`config.mk`:
```
export PLATFORM = sky130hd
export DESIGN_NAME = temperature_to_rgb_led_duty_flat
export DESIGN_NICKNAME = d
export VERILOG_FILES = /design/src/design/temp2rgb_pkg.sv /design/src/design/temp2rgb_if.sv /design/src/design/temperature_to_rgb_led_duty.sv /design/src/design/temp2rgb_div_cell.sv /design/src/design/temp2rgb_ramp.sv /design/src/flat_wrapper.sv
export SDC_FILE = /design/constraint.sdc
export NUM_CORES = 1
export LEC_CHECK = 0
export BUFFER_PORTS_ARGS = -buffer_cell sky130_fd_sc_hd__clkbuf_2
export CELL_PAD_IN_SITES_DETAIL_PLACEMENT = 1
export CELL_PAD_IN_SITES_GLOBAL_PLACEMENT = 1
export CORE_MARGIN = 3
export CORE_UTILIZATION = 55
export DETAILED_ROUTE_END_ITERATION = 10
export PLACE_DENSITY = 0.95
export SLEW_MARGIN = 5
export SYNTH_ARGS = -nofsm -noshare
export SYNTH_HDL_FRONTEND = slang
export SYNTH_SLANG_ARGS = --single-unit
export TNS_END_PERCENT = 20
```
`constraint.sdc`:
```
create_clock -name clk -period 18.03 [get_ports clk]
set_input_delay 3.606 -clock clk [delete_from_list [all_inputs] [get_ports clk]]
set_output_delay 3.606 -clock clk [all_outputs]
set_load 0.05 [all_outputs]
```
`src/design/temp2rgb_pkg.sv`:
```
// Shared types and constants for the temperature to RGB LED duty block.
`default_nettype none

package temp2rgb_pkg;

    // Width of temperature samples and limit registers
    localparam int TEMP_W = 16;

    // Configuration register index width
    localparam int CFG_IDX_W = 1;

    // Configuration register map
    typedef enum logic [CFG_IDX_W-1:0] {
        REG_LOW_TEMPERATURE  = 1'b0,
        REG_HIGH_TEMPERATURE = 1'b1
    } cfg_reg_t;

    // Where the sample sits relative to the limits
    typedef enum logic [1:0] {
        RANGE_DIV  = 2'd0,   // strictly between limits, quotient is used
        RANGE_LOW  = 2'd1,   // at or below low limit
        RANGE_HIGH = 2'd2    // at or above high limit
    } range_t;

    // Control travelling alongside each sample through the divider chain
    typedef struct packed {
        logic   valid;
        range_t mode;
    } cell_ctl_t;

endpackage

`default_nettype wire

```
`src/design/temp2rgb_if.sv`:
```
// Handshake channel interfaces: sample input, duty output, configuration writes.
`default_nettype none

interface temp2rgb_in_if
    import temp2rgb_pkg::*;
();
    logic              valid;
    logic              ready;
    logic [TEMP_W-1:0] temperature;

    modport source (output valid, output temperature, input ready);
    modport sink (input valid, input temperature, output ready);
endinterface

interface temp2rgb_out_if #(
    parameter int DUTY_BITS = 10
) ();
    logic                 valid;
    logic                 ready;
    logic [DUTY_BITS:0]   red_duty;
    logic [DUTY_BITS:0]   green_duty;
    logic [DUTY_BITS:0]   blue_duty;

    modport source (output valid, output red_duty, output green_duty, output blue_duty,
                    input ready);
    modport sink (input valid, input red_duty, input green_duty, input blue_duty,
                  output ready);
endinterface

interface temp2rgb_cfg_if
    import temp2rgb_pkg::*;
();
    logic                 valid;
    logic                 ready;
    logic [CFG_IDX_W-1:0] index;
    logic [TEMP_W-1:0]    data;

    modport source (output valid, output index, output data, input ready);
    modport sink (input valid, input index, input data, output ready);
endinterface

`default_nettype wire

```
`src/design/temperature_to_rgb_led_duty.sv`:
```
// Top level: maps temperature samples to RGB LED PWM duties on a blue-to-red ramp.
//
// Channels: "sample" takes one signed 1/16-degree temperature per transaction;
// "result" returns red/green/blue duty (0..2^DUTY_BITS, full scale = LED off);
// "cfg" writes the low (index 0) and high (index 1) limits, always ready.
// Limits may only be written while no sample is in flight.
// Pipeline: input compare stage, one restoring divider cell per quotient bit,
// then ramp and output register, all registered in that order. Throughput:
// one transaction per cycle while the result channel is not stalled; the
// chain of DUTY_BITS divider cells each retires one quotient bit.
// Stall: when result is valid and not taken, the whole chain holds and
// sample.ready drops; a free output slot or a taken result moves it again.
// Reset: clears all valid flags and loads the limits to 320 and 560.
`default_nettype none

module temperature_to_rgb_led_duty
    import temp2rgb_pkg::*;
#(
    parameter int DUTY_BITS = 10
) (
    input  wire logic       clk,
    input  wire logic       rst_n,
    temp2rgb_in_if.sink     sample,
    temp2rgb_out_if.source  result,
    temp2rgb_cfg_if.sink    cfg
);

    localparam logic signed [TEMP_W-1:0] LOW_RESET  = TEMP_W'(320);
    localparam logic signed [TEMP_W-1:0] HIGH_RESET = TEMP_W'(560);

    logic signed [TEMP_W-1:0] low_reg;
    logic signed [TEMP_W-1:0] high_reg;
    logic [TEMP_W:0]          den_full;
    logic [TEMP_W-1:0]        den;
    logic                     en;
    logic                     out_valid;

    cell_ctl_t                ctl_chain [0:DUTY_BITS];
    logic [TEMP_W-1:0]        rem_chain [0:DUTY_BITS];
    logic [DUTY_BITS-1:0]     quo_chain [0:DUTY_BITS];

    cell_ctl_t                ctl_next;
    logic signed [TEMP_W:0]   num_full;
    logic signed [TEMP_W-1:0] temp_s;

    // Configuration registers
    assign cfg.ready = 1'b1;

    always_ff @(posedge clk or negedge rst_n)
    begin
        if (!rst_n)
        begin
            low_reg  <= LOW_RESET;
            high_reg <= HIGH_RESET;
        end
        else if (cfg.valid)
        begin
            unique case (cfg_reg_t'(cfg.index))
                REG_LOW_TEMPERATURE:  low_reg  <= cfg.data;
                REG_HIGH_TEMPERATURE: high_reg <= cfg.data;
                default:              ;
            endcase
        end
    end

    // Divisor is only used when low < t < high, so it fits 16 bits unsigned
    assign den_full = {high_reg[TEMP_W-1], high_reg} - {low_reg[TEMP_W-1], low_reg};
    assign den      = den_full[TEMP_W-1:0];

    // Chain advances whenever the output slot is free or being drained
    assign en           = !out_valid || result.ready;
    assign sample.ready = en;

    // Input stage: range classification and numerator
    always_comb
    begin
        temp_s         = sample.temperature;
        num_full       = {temp_s[TEMP_W-1], temp_s} - {low_reg[TEMP_W-1], low_reg};
        ctl_next.valid = sample.valid;
        if (temp_s <= low_reg)
        begin
            ctl_next.mode = RANGE_LOW;
        end
        else if (temp_s >= high_reg)
        begin
            ctl_next.mode = RANGE_HIGH;
        end
        else
        begin
            ctl_next.mode = RANGE_DIV;
        end
    end

    always_ff @(posedge clk or negedge rst_n)
    begin
        if (!rst_n)
        begin
            ctl_chain[0] <= '0;
        end
        else if (en)
        begin
            ctl_chain[0] <= ctl_next;
        end
    end

    always_ff @(posedge clk)
    begin
        if (en)
        begin
            rem_chain[0] <= num_full[TEMP_W-1:0];
            quo_chain[0] <= '0;
        end
    end

    // Divider chain: one quotient bit per cell
    for (genvar i = 0; i < DUTY_BITS; i++)
    begin : g_cell
        temp2rgb_div_cell #(
            .DUTY_BITS (DUTY_BITS)
        ) u_cell (
            .clk     (clk),
            .rst_n   (rst_n),
            .en      (en),
            .den     (den),
            .ctl_in  (ctl_chain[i]),
            .rem_in  (rem_chain[i]),
            .quo_in  (quo_chain[i]),
            .ctl_reg (ctl_chain[i+1]),
            .rem_reg (rem_chain[i+1]),
            .quo_reg (quo_chain[i+1])
        );
    end

    // Ramp and output register
    temp2rgb_ramp #(
        .DUTY_BITS (DUTY_BITS)
    ) u_ramp (
        .clk       (clk),
        .rst_n     (rst_n),
        .en        (en),
        .ctl_in    (ctl_chain[DUTY_BITS]),
        .quo_in    (quo_chain[DUTY_BITS]),
        .valid_reg (out_valid),
        .red_reg   (result.red_duty),
        .green_reg (result.green_duty),
        .blue_reg  (result.blue_duty)
    );

    assign result.valid = out_valid;

endmodule

`default_nettype wire

```
`src/design/temp2rgb_div_cell.sv`:
```
// One restoring division step: shifts the remainder, subtracts the divisor, emits a quotient bit.
`default_nettype none

module temp2rgb_div_cell
    import temp2rgb_pkg::*;
#(
    parameter int DUTY_BITS = 10
) (
    input  wire logic                 clk,
    input  wire logic                 rst_n,
    input  wire logic                 en,
    input  wire logic [TEMP_W-1:0]    den,
    input  wire cell_ctl_t            ctl_in,
    input  wire logic [TEMP_W-1:0]    rem_in,
    input  wire logic [DUTY_BITS-1:0] quo_in,
    output cell_ctl_t                 ctl_reg,
    output logic [TEMP_W-1:0]         rem_reg,
    output logic [DUTY_BITS-1:0]      quo_reg
);

    logic [TEMP_W:0]      rem_dbl;
    logic [TEMP_W:0]      rem_sub;
    logic                 q_bit;
    logic [TEMP_W-1:0]    rem_next;
    logic [DUTY_BITS-1:0] quo_next;

    // Trial subtract; remainder stays below den so it fits TEMP_W bits
    always_comb
    begin
        rem_dbl  = {rem_in, 1'b0};
        rem_sub  = rem_dbl - {1'b0, den};
        q_bit    = (rem_dbl >= {1'b0, den});
        rem_next = q_bit ? rem_sub[TEMP_W-1:0] : rem_dbl[TEMP_W-1:0];
        quo_next = {quo_in[DUTY_BITS-2:0], q_bit};
    end

    // Control register
    always_ff @(posedge clk or negedge rst_n)
    begin
        if (!rst_n)
        begin
            ctl_reg <= '0;
        end
        else if (en)
        begin
            ctl_reg <= ctl_in;
        end
    end

    // Data registers
    always_ff @(posedge clk)
    begin
        if (en)
        begin
            rem_reg <= rem_next;
            quo_reg <= quo_next;
        end
    end

endmodule

`default_nettype wire

```
`src/design/temp2rgb_ramp.sv`:
```
// Hue ramp and common-anode inversion, with the output register.
`default_nettype none

module temp2rgb_ramp
    import temp2rgb_pkg::*;
#(
    parameter int DUTY_BITS = 10
) (
    input  wire logic                 clk,
    input  wire logic                 rst_n,
    input  wire logic                 en,
    input  wire cell_ctl_t            ctl_in,
    input  wire logic [DUTY_BITS-1:0] quo_in,
    output logic                      valid_reg,
    output logic [DUTY_BITS:0]        red_reg,
    output logic [DUTY_BITS:0]        green_reg,
    output logic [DUTY_BITS:0]        blue_reg
);

    localparam logic [DUTY_BITS:0] FULL = {1'b1, {DUTY_BITS{1'b0}}};

    logic [DUTY_BITS:0]   x_val;
    logic [DUTY_BITS+2:0] hue;
    logic [2:0]           seg;
    logic [DUTY_BITS:0]   frac;
    logic [DUTY_BITS:0]   r_int;
    logic [DUTY_BITS:0]   g_int;
    logic [DUTY_BITS:0]   b_int;
    logic [DUTY_BITS:0]   red_next;
    logic [DUTY_BITS:0]   green_next;
    logic [DUTY_BITS:0]   blue_next;

    // Normalized position, hue and segment split
    always_comb
    begin
        unique case (ctl_in.mode)
            RANGE_LOW:  x_val = '0;
            RANGE_HIGH: x_val = FULL;
            default:    x_val = {1'b0, quo_in};
        endcase
        hue  = {FULL - x_val, 2'b00};
        seg  = hue[DUTY_BITS+2:DUTY_BITS];
        frac = {1'b0, hue[DUTY_BITS-1:0]};
    end

    // HSV ramp at full saturation and value
    always_comb
    begin
        unique case (seg)
            3'd0:
            begin
                r_int = FULL;        g_int = frac;        b_int = '0;
            end
            3'd1:
            begin
                r_int = FULL - frac; g_int = FULL;        b_int = '0;
            end
            3'd2:
            begin
                r_int = '0;          g_int = FULL;        b_int = frac;
            end
            3'd3:
            begin
                r_int = '0;          g_int = FULL - frac; b_int = FULL;
            end
            default:
            begin
                r_int = frac;        g_int = '0;          b_int = FULL;
            end
        endcase
        red_next   = FULL - r_int;
        green_next = FULL - g_int;
        blue_next  = FULL - b_int;
    end

    // Output valid
    always_ff @(posedge clk or negedge rst_n)
    begin
        if (!rst_n)
        begin
            valid_reg <= 1'b0;
        end
        else if (en)
        begin
            valid_reg <= ctl_in.valid;
        end
    end

    // Output payload
    always_ff @(posedge clk)
    begin
        if (en)
        begin
            red_reg   <= red_next;
            green_reg <= green_next;
            blue_reg  <= blue_next;
        end
    end

endmodule

`default_nettype wire
```
`src/flat_wrapper.sv`:
```
// flat-port wrapper written by rule: the top's interface ports become plain ports
module temperature_to_rgb_led_duty_flat import temp2rgb_pkg::*;
#(
    parameter int DUTY_BITS = 10
)
  (clk, rst_n, sample_valid, sample_temperature, sample_ready, result_valid, result_red_duty, result_green_duty, result_blue_duty, result_ready, cfg_valid, cfg_index, cfg_data, cfg_ready);
  temp2rgb_in_if sample_i ();
  temp2rgb_out_if #(.DUTY_BITS(DUTY_BITS)) result_i ();
  temp2rgb_cfg_if cfg_i ();
  input  wire logic clk;
  input  wire logic rst_n;
  input wire logic [$bits(sample_i.valid)-1:0] sample_valid;
  input wire logic [$bits(sample_i.temperature)-1:0] sample_temperature;
  output wire logic [$bits(sample_i.ready)-1:0] sample_ready;
  output wire logic [$bits(result_i.valid)-1:0] result_valid;
  output wire logic [$bits(result_i.red_duty)-1:0] result_red_duty;
  output wire logic [$bits(result_i.green_duty)-1:0] result_green_duty;
  output wire logic [$bits(result_i.blue_duty)-1:0] result_blue_duty;
  input wire logic [$bits(result_i.ready)-1:0] result_ready;
  input wire logic [$bits(cfg_i.valid)-1:0] cfg_valid;
  input wire logic [$bits(cfg_i.index)-1:0] cfg_index;
  input wire logic [$bits(cfg_i.data)-1:0] cfg_data;
  output wire logic [$bits(cfg_i.ready)-1:0] cfg_ready;
  assign sample_i.valid = sample_valid;
  assign sample_i.temperature = sample_temperature;
  assign sample_ready = sample_i.ready;
  assign result_valid = result_i.valid;
  assign result_red_duty = result_i.red_duty;
  assign result_green_duty = result_i.green_duty;
  assign result_blue_duty = result_i.blue_duty;
  assign result_i.ready = result_ready;
  assign cfg_i.valid = cfg_valid;
  assign cfg_i.index = cfg_index;
  assign cfg_i.data = cfg_data;
  assign cfg_ready = cfg_i.ready;
  temperature_to_rgb_led_duty #(.DUTY_BITS(DUTY_BITS)) u_core (.clk(clk), .rst_n(rst_n), .sample(sample_i), .result(result_i), .cfg(cfg_i));
endmodule
```
==> results.json <==
{
  "status": "completed",
  "synth_common_cells": "242 x edfxtp_1, 201 x ha_1, 196 x nand2_1",
  "grt_setup_unrepaired": "false",
  "area_growth_pct": 9.89,
  "clkTransAtPathRegs_ns": 0.06,
  "ys_top_cells_by_area": "edfxtp_1 35%, ha_1 12%, dfrtp_1 7.3%",
  "h-tree-depth": 2,
  "netlist-cell-type-count": 90,
  "rrSetupSlack_ns": 11.99,
  "grt_start_max_net_pins": 199,
  "cts_tree": "done",
  "final.min_clock_period_ns": 8.27,
  "drt_iter0_drc": 1049,
  "drv_cap": 0,
  "portBuffers": 66,
  "nets": 2373,
  "worst_pin_slew_ns": 1.15,
  "worstSkewPairLatency_ns": 0.57,
  "ys_ff_latch": 308,
  "yosysTopAreaCellShare_pct": 34.6,
  "cts_buffers": 37,
  "drc": 0,
  "chipWidth_um": 201,
  "synth.most_common_cell": "edfxtp_1",
  "critPathLaunchType": "primary input",
  "die_h_um": 201,
  "cts_setup_buffers": 0,
  "ant_nets": 0,
  "netlist_area_um2": 21000,
  "finalMaxSlewViolations": 0,
  "grtUsageTotal_pct": 28.8,
  "grt_pass1_wl_um": 95700,
  "start_util_pct": 56.5,
  "synth_ff_type": "edfxtp_1",
  "synth_edf_count": 242,
  "via_per_inst": 6.33,
  "synth_area_leader_cell": "edfxtp_1",
  "ctsResizeCount": 0,
  "drive_gt1_share_pct": 11.9,
  "fp.dieArea_um2": 40500,
  "fillCellCount": 4068,
  "slew_headroom_pct": 23.1,
  "final-seq-area_um2": 8920,
  "required_ns": 14.42,
  "cts_hold_buf": 0,
  "critPathArrivalTime_ns": 4.66,
  "drt-total-wl_um": 59200,
  "avgSynthCellArea_um2": 10.2,
  "routedWlPerCell_um": 22.3,
  "finalSetupViolCount": 0,
  "final_area_um2": 23100,
  "drt_pass1_iterations": 5,
  "max_freq_mhz": 121,
  "critical_path_class": "primary input to primary output",
  "yosysSeqAreaShare_pct": 42.5,
  "ys_warn_count": 0,
  "design.core.area_um2": 37100,
  "largest_register_ffs": 144,
  "diodes": 0,
  "min_period_over_period_pct": 45.8,
  "fin_worst_skew_ns": 0.0269,
  "crit_path_end_kind": "primary output",
  "synthCells": 2049,
  "hold_viol_final": 0,
  "synthArstFlopShare_pct": 21.4,
  "detailroute.via_count": 16823,
  "antenna_found_initial": 0,
  "cts.sinks": 308,
  "num_rows": 70,
  "hpwl_um": 41400,
  "grt_pass1_vias": 18659,
  "fin_tns_setup_ns": 0,
  "ios": 74,
  "hold_path.class": "flip-flop to flip-flop",
  "worst_hold_slack_ns": 0.420,
  "place.gp.congestion": 0.909,
  "critPathMaxFanout": 46,
  "clockRootBuffer": "clkbuf_16",
  "gr-total-overflow": 0,
  "cts_max_path_buffers": 3,
  "multiInputGateArea_um2": 11400,
  "place_area_um2": 21900
}
-- placed cells by master, fill, tap and decap left out, types with 21 or more instances in the layout --
cell,count
a21o_1,61
a21oi_1,136
and3_1,21
buf_4,25
clkbuf_16,38
clkbuf_2,65
dfrtp_1,61
edfxtp_1,242
ha_1,201
inv_1,110
mux2_2,61
nand2_1,196
nand2b_1,28
nand3_1,45
nand4_1,22
nor2_1,105
nor3_1,47
o21a_1,22
o21ai_0,157
o31ai_1,21
xnor2_1,91
xor2_1,63
-- per-layer routing --
| metal | track usage, % | vias to the layer above | part of all wire, % |
|---|---|---|---|
| met5 | 0 | - | 0 |
| met4 | 13.9 | 0 | 4.8 |
| met3 | 4.04 | 194 | 3.9 |
| met2 | 54.7 | 524 | 53 |
| met1 | 31.3 | 8379 | 38 |
| li1 | - | 7726 | - |
-- critical path: stages --
cell,delay [ns]
clkbuf_2,0.08
nand2b_4,0.53
clkbuf_2,0.40
-- path summary, 6_finish.rpt --
| check | start | endpoint | cells past startpoint |
|---|---|---|---|
| worst max-delay path | result_ready | sample_ready | 3 |
| worst max register to register | u_core.high_reg[0]$_DFFE_PN0P_ | u_core.g_cell[3].u_cell.rem_reg[1]$_DFFE_PP_ | 21 |
| min in group asynchronous | rst_n | u_core.g_cell[0].u_cell.ctl_reg[0]$_DFFE_PN0P_ | 2 |
| worst min-delay path | u_core.g_cell[5].u_cell.quo_reg[5]$_DFFE_PP_ | u_core.g_cell[6].u_cell.quo_reg[6]$_DFFE_PP_ | 0 |
| worst min register to register | u_core.g_cell[5].u_cell.quo_reg[5]$_DFFE_PP_ | u_core.g_cell[6].u_cell.quo_reg[6]$_DFFE_PP_ | 0 |
| max in group asynchronous | rst_n | u_core.high_reg[2]$_DFFE_PN0P_ | 2 |
-- logic make-up after synthesis --
family	count (synthesis)	synth area share, %
adder cells (fa/ha/maj)	219	13.4
AND/OR/NAND/NOR	551	12.7
XOR/XNOR	154	6.43
multiplexers	76	4.05
flip-flops	308	42.5
buffers and inverters	172	3.37
other	2	0.0358
AO/OA/AOI/OAI	567	17.5
-- through the flow --
stage,std cells,util (%),worst slack (ns)
6_report,2656,62.1,9.76
5_1_grt,2656,62.1,9.72
4_1_cts,2656,62.1,9.78
3_5_place_dp,2588,59.0,9.79
3_3_place_gp,2588,59.0,9.79
2_1_floorplan,2054,-,3.26
-- final cells by class --
cell class / instances / area share [%]
Multi-Input combinational cell: 1574 / 49.5
Sequential cell: 308 / 38.7
Clock buffer: 55 / 4.49
Tap cell: 504 / 2.73
Timing Repair Buffer: 92 / 2.33
Inverter: 110 / 1.79
Clock inverter: 13 / 0.412
Power is left out: the tool's default activity adds up to more than one toggle a clock period on the data nets, which glitch-free logic cannot reach.
